<file path="src/design/sndu_pkg.sv">
// Package: widths, codes, defaults and fixed constants for the SOM neuron.
`timescale 1ns / 1ps
`default_nettype none
package sndu_pkg;

    localparam int MODE_W       = 2;
    localparam int IDX_W        = 4;
    localparam int SAMPLE_W     = 16;
    localparam int ND_W         = 8;
    localparam int DOT_W        = 36;
    localparam int DIST_W       = 19;
    localparam int DACC_W       = 37;
    localparam int VL_W         = 5;
    localparam int CFG_IDX_W    = 2;
    localparam int CFG_DATA_W   = 16;
    localparam int MUL_W        = 33;

    localparam int DEFAULT_MAX_INPUTS = 16;

    localparam logic [VL_W-1:0]       VL_RESET = 5'd16;
    localparam logic [CFG_DATA_W-1:0] LR_RESET = 16'd6554;
    localparam logic [CFG_DATA_W-1:0] NW_RESET = 16'd256;

    // ceil(2^21 / 6): exact quotient for dividends below 2^19
    localparam logic [18:0] RECIP6   = 19'd349526;
    // gain is zero from t = 12.0 (Q16) upward
    localparam logic [19:0] T_LIMIT  = 20'd786432;

    typedef enum logic [MODE_W-1:0] {
        MODE_WRITE  = 2'd0,
        MODE_EVAL   = 2'd1,
        MODE_UPDATE = 2'd2,
        MODE_READ   = 2'd3
    } mode_t;

    typedef enum logic [CFG_IDX_W-1:0] {
        CFG_VECTOR_LENGTH  = 2'd0,
        CFG_LEARN_RATE     = 2'd1,
        CFG_NEIGHBOR_WIDTH = 2'd2
    } cfg_reg_t;

    typedef struct packed {
        logic busy;
        logic done;
    } sndu_sqrt_stat_t;

endpackage
`default_nettype wire

</file>
<file path="src/design/sndu_sqrt.sv">
// Iterative integer square root, one result bit per cycle.
`timescale 1ns / 1ps
`default_nettype none
module sndu_sqrt import sndu_pkg::*;
(
    input  wire logic              clk,
    input  wire logic              rst_n,
    input  wire logic              start,
    input  wire logic [DACC_W-1:0] radicand,
    output sndu_sqrt_stat_t        stat,
    output logic [DIST_W-1:0]      root
);

    logic [DACC_W-1:0] v_reg,   v_next;
    logic [DACC_W-1:0] r_reg,   r_next;
    logic [DACC_W-1:0] bit_reg, bit_next;
    logic              done_reg, done_next;
    logic [DACC_W:0]   trial;

    always_comb
    begin
        trial     = {1'b0, r_reg} + {1'b0, bit_reg};
        v_next    = v_reg;
        r_next    = r_reg;
        bit_next  = bit_reg;
        done_next = 1'b0;
        if (start)
        begin
            v_next   = radicand;
            r_next   = '0;
            bit_next = {1'b1, {(DACC_W-1){1'b0}}};
        end
        else if (bit_reg != '0)
        begin
            if ({1'b0, v_reg} >= trial)
            begin
                v_next = v_reg - trial[DACC_W-1:0];
                r_next = (r_reg >> 1) + bit_reg;
            end
            else
            begin
                r_next = r_reg >> 1;
            end
            bit_next  = bit_reg >> 2;
            done_next = bit_reg[0];
        end
    end

    always_ff @(posedge clk or negedge rst_n)
    begin
        if (!rst_n)
        begin
            bit_reg  <= '0;
            done_reg <= 1'b0;
        end
        else
        begin
            bit_reg  <= bit_next;
            done_reg <= done_next;
        end
    end

    always_ff @(posedge clk)
    begin
        v_reg <= v_next;
        r_reg <= r_next;
    end

    assign stat.busy = (bit_reg != '0);
    assign stat.done = done_reg;
    assign root      = r_reg[DIST_W-1:0];

endmodule
`default_nettype wire

</file>
<file path="config.mk">
export PLATFORM = sky130hd
export DESIGN_NAME = sndu_sqrt
export DESIGN_NICKNAME = d
export VERILOG_FILES = /design/src/design/sndu_pkg.sv /design/src/design/sndu_sqrt.sv
export SDC_FILE = /design/constraint.sdc
export NUM_CORES = 1
export LEC_CHECK = 0
export BUFFER_PORTS_ARGS = -buffer_cell sky130_fd_sc_hd__clkbuf_2
export CAP_MARGIN = 20
export CORE_MARGIN = 4
export CORE_UTILIZATION = 40
export CTS_CLUSTER_DIAMETER = 60
export DETAILED_ROUTE_END_ITERATION = 8
export SKIP_CTS_REPAIR_TIMING = 1
export SLEW_MARGIN = 20
export SYNTH_ARGS = -nofsm -noshare
export SYNTH_HDL_FRONTEND = slang
export SYNTH_SLANG_ARGS = --single-unit
export TNS_END_PERCENT = 50
</file>
<file path="constraint.sdc">
create_clock -name clk -period 15 [get_ports clk]
set_clock_uncertainty 0.15 [all_clocks]
set_input_delay 3 -clock clk [delete_from_list [all_inputs] [get_ports clk]]
set_output_delay 3 -clock clk [all_outputs]
set_load 0.02 [all_outputs]
</file>
# After elaboration in Yosys (flattened, before gate mapping)
# Index checks and enable logic that the tools add are counted.
# word_totals
ff_bits,112
latch_bits,0
mem_bits_rw,0
romBits,0
in_bits,40
output_inout_bits,21
word_cells,20
mem_count,0
# classes
addsub,3
multipliers,0
div,0
magnitude_cmp,1
n_eq_ne,0
shift,0
muxes,8
n_bitwise,0
reduce_logical,4
# ops
op,count
37-bit 2-to-1 mux,6
37-bit by 37-bit adder with 38-bit output,1
37-bit by 38-bit greater-or-equal comparator with 1-bit output,1
36-bit by 37-bit adder with 37-bit output,1
37-bit nonzero test,1
37-bit subtractor,1
2-bit nonzero test,2
1-bit 2-to-1 mux,2
2-bit AND reduction,1

# Depth between registers and ports, before layout
# depth
word_depth,5
depth_mapped,24
depth_no_buf,21

# Worst setup path before layout
# No wires, ideal clock.
# synth_path
kind,register to register
start,reg bit_reg[0]
end,reg v_reg[0] (enable)
setup_time_ps,393
t_arrival_ps,4969
t_required_ps,14457
path_slack_ps,9488
path_stages_with_launch,23
n_path_buf,2
synth_period_minus_slack_ps,5512
cell_sequence,dfrtp_1 -> ha_1 -> ha_1 -> a21o_1 -> a31o_2 -> a221o_1 -> a21oi_1 -> a21oi_1 -> a211oi_1 -> nor2_1 -> o21ai_0 -> xor2_1 -> ha_1 -> nand4_1 -> nor4_1 -> a31oi_1 -> o2111ai_1 -> a31oi_2 -> nor2_4 -> and2_4 -> buf_6 -> buf_4 -> a21o_1
# synth_via
elab_chain_len,4
word_cells_on_any_way,6
classes_between,add/sub: 1; order compare: 1; reduce/logical: 4
# synth_lines
item,line,rtl
from (decl),sndu_sqrt.sv:16,"logic [DACC_W-1:0] bit_reg, bit_next;"
from (signal assigned),sndu_sqrt.sv:58,bit_reg <= bit_next;
37-bit by 37-bit adder with 38-bit output,sndu_sqrt.sv:22,"trial = {1'b0, r_reg} + {1'b0, bit_reg};"
37-bit by 38-bit greater-or-equal comparator with 1-bit output,sndu_sqrt.sv:35,"if ({1'b0, v_reg} >= trial)"
2-bit nonzero test (no source line),-,
2-bit AND reduction (no source line) *,-,
to (signal assigned),sndu_sqrt.sv:65,v_reg <= v_next;
to (decl),sndu_sqrt.sv:14,"logic [DACC_W-1:0] v_reg, v_next;"
# Every way passes the cells marked *; elsewhere a longest branch is shown, timed or not.
# A chain may end at the register's enable or synchronous reset.

# Worst setup path after layout
# layout_path
start,reg bit_reg[0]
end,reg v_reg[10] (enable)
# The elaborated chain is that of the path after synthesis.

==> key figures <==
Pwr
  • Total power: 1.785 mW
  • Switching share of power: 47.36%
  • P_leak: 3.572 nW
  • P_sw: 0.8454 mW
  • Cell Int Power: 0.9398 mW
  • Clock share of power: 14.2%
  • Peak supply drop: 78.77 uV
  • Combinational share of power: 61.0%
  • Flop pwr share: 24.8%
  • Pwr dens: 193.2 nW/um^2

Place
  • Pre-CTS WS: 8.844 ns
  • I/O Buffers: 60
  • Hpwl dp: 16,980 microns
  • Placed inst area: 8911 sq um
  • Routability Congestion: 0.9083

Floorplanning
  • Die X-Extent: 154.8 microns
  • Std cell rows: 53
  • Core area: 21,090 sq um
  • I/O Pins: 61
  • Die Y: 154.8 microns
  • Die area: 23,960 sq um
  • Starting Density: 40.86%

Worst setup path
  • Worst setup SP type: flop
  • Crit-path slowest cell: and2_4
  • Worst Path Required: 14.84 ns
  • Slowest stage delay, CP: 0.48 ns
  • Crit. Startpoint: bit_reg[0]
  • Crit-path max FO: 37
  • CP Cell Sequence: ha_1, ha_1, a21o_1, a31o_2, a221o_1, a21oi_1, a21oi_1, a211oi_1, nor2_1, o21ai_0, xor2_1, ha_1, nand4_1, nor4_1, a31oi_1, o2111ai_1, a31oi_2, nor2_4, and2_4, a21o_1, buf_4
  • Worst r2r src: bit_reg[0]
  • Most common cell on crit path: ha_1
  • WP data arrival: 6.12 ns
  • CP Capture Type: flop
  • WS Path Type: reg -> reg

STA
  • Fin. Hold Viols: 0
  • TNS Setup: 0 ns
  • Hold Slack: 0.4046 ns
  • Final setup viols: 0
  • Final Max Slew Viols: 0
  • Max-slew headroom: 51.28%
  • Actual slew at the worst max-slew pin: 0.7308 ns
  • Final WS setup: 8.715 ns
  • Fmax: 159.1 MHz
  • RSZ-0062 raised after global routing: no
  • Tmin final: 6.285 ns
  • Final Cycle Share: 41.90%

Flow run
  • # Max-Cap Violations: 0

Clocking
  • CTS root buf: clkbuf_16
  • Worst skew pair latency: 0.36 ns
  • CTS tree: yes
  • Clk slew on worst S/H paths: 0.07 ns
  • Max Root-Sink Buffers: 2
  • Total CTS buffers: 9
  • # H-tree levels: 3
  • Clk sinks: 94

Global routing
  • Vias in the first global route: 7,266
  • Congestion Overflow GR: 0
  • Largest net degree at the start of global routing: 79
  • Initial antenna violation count: 0
  • GRT Util Overall: 19.19%
  • First-pass GRT wire length: 37,720 microns

Detailed routing
  • Routed Antenna Nets: 0
  • DRC viols: 0
  • First-pass DRT Iterations: 5
  • Routed wire length: 22,580 microns
  • Via Count: 7,482
  • Vias/cell: 5.677
  • Avg WL per Cell: 17.13 microns
  • 1st-iter DRT viols: 583

Synthesis
  • Syn_nets: 1,144
  • Asr flop ratio synth: 21.28%
  • Count of warnings emitted by yosys: 0
  • Mapped Avg Cell Area: 8.390 sq um
  • Yosys reg bits: 94
  • Top_reg_cell synth: edfxtp_1
  • Seq/Total Area, Yosys: 27.30%
  • Syn Inst Count: 1,027
  • Distinct cells, synth: 82
  • Post-Syn Area: 8617 sq um
  • Post-synth EDFFs: 37

Cells and area
  • Nets@finish: 1,155
  • Synthesis-to-layout area growth: 7.231%
  • Commonest non-fill, non-tap cell in the layout: nand2_1
  • Fillers: 2,124
  • ANT cells: 0
  • Layout cells sized above 1: 12.66%
  • Most frequent cells in the layout: nand2_1, o21ai_0, nor2_1
  • Finished Cell Area: 9240 sq um

Worst hold path
  • Worst Hold Class: reg -> reg
  • Hold_sp: r_reg[30]

Run status
  • Status: complete, no violations
metal layers:
layer | track usage, % | share of wire [%] | up-vias
met5 | 0 | 0 | -
met4 | 5.046 | 1.8 | 0
met3 | 2.826 | 3.8 | 26
met2 | 31.55 | 46 | 141
met1 | 26.47 | 48 | 3537
li1 | - | - | 3778
Yosys cell counts (9+ instances only):
library cell / n / area (sq um)
nand2_1: 101 / 379.1
o21ai_0: 88 / 440.4
nor2_1: 80 / 300.3
ha_1: 76 / 950.9
a21oi_1: 57 / 285.3
xor2_1: 44 / 385.4
xnor2_1: 38 / 332.8
dfxtp_1: 37 / 740.7
edfxtp_1: 37 / 1111
inv_1: 34 / 127.6
nand3_1: 33 / 165.2
nor2b_1: 29 / 181.4
clkbuf_1: 26 / 97.59
a31oi_1: 25 / 156.4
nor3_1: 25 / 125.1
buf_4: 22 / 165.2
dfrtp_1: 20 / 500.5
a211oi_1: 19 / 142.6
nand4_1: 17 / 106.4
a21o_1: 13 / 97.59
mux2i_1: 12 / 120.1
o21bai_1: 11 / 82.58
buf_2: 10 / 50.05
o21ai_1: 10 / 50.05
mux2_2: 9 / 101.4
worst paths after layout:
| check | depth (start not counted) | endpoint | slack, ns |
|---|---|---|---|
| min in group asynchronous | 1 | done_reg | 2.46 |
| hold reg to reg | 2 | r_reg[30] | 0.40 |
| setup / recovery | 21 | v_reg[10] | 8.72 |
| setup reg to reg | 21 | v_reg[10] | 8.72 |
| max in group asynchronous | 1 | bit_reg[30] | 11.86 |
| hold / removal | 2 | r_reg[30] | 0.40 |
cell families (layout without fill, tap and decap cells):
| family | Yosys count | count (layout) | share of synthesized area (%) |
|---|---|---|---|
| adder cells (fa/ha/maj) | 77 | 77 | 11.27 |
| buffers and inverters | 98 | 114 | 5.924 |
| AO/OA/AOI/OAI | 306 | 306 | 24.39 |
| flip-flops | 94 | 94 | 27.30 |
| multiplexers | 21 | 21 | 2.570 |
| AND/OR/NAND/NOR | 349 | 349 | 20.21 |
| XOR/XNOR | 82 | 82 | 8.335 |
metrics by stage:
step	instances	utilization [%]
global route	1318	43.82
finish	1318	43.82
detailed placement	1302	42.26
CTS	1318	43.82
global placement	1302	42.26
floorplan	1027	-
power groups by stage:
stage	Sequential, mW	Combinational [mW]	Clock [mW]
floorplan	0.416	0.905	0
global placement	0.448	1.08	0
detailed placement	0.450	1.08	0
CTS	0.444	1.09	0.259
global route	0.454	1.22	0.271
finish	0.442	1.09	0.253
critical path, delay by kind of cell (launching register included):
family / cells / cell delay, ns
buffers and inverters: 1 / 0.46
DFF: 1 / 0.43
AOI/OAI and AO/OA: 11 / 2.36
xor gates and xnor gates: 1 / 0.10
and+or+nand+nor: 5 / 1.53
adders and majority gates: 3 / 0.85
area by class of cell:
type | instances | area (sq um) | share of cell area [%]
Sequential cell | 94 | 2352 | 25.46
Inverter | 34 | 127.6 | 1.381
Clock inverter | 3 | 26.28 | 0.2844
Multi-Input combinational cell | 835 | 5754 | 62.27
Timing Repair Buffer | 64 | 332.8 | 3.602
Clock buffer | 13 | 302.8 | 3.277
Tap cell | 275 | 344.1 | 3.724
Power figures use the tool's default switching activity.
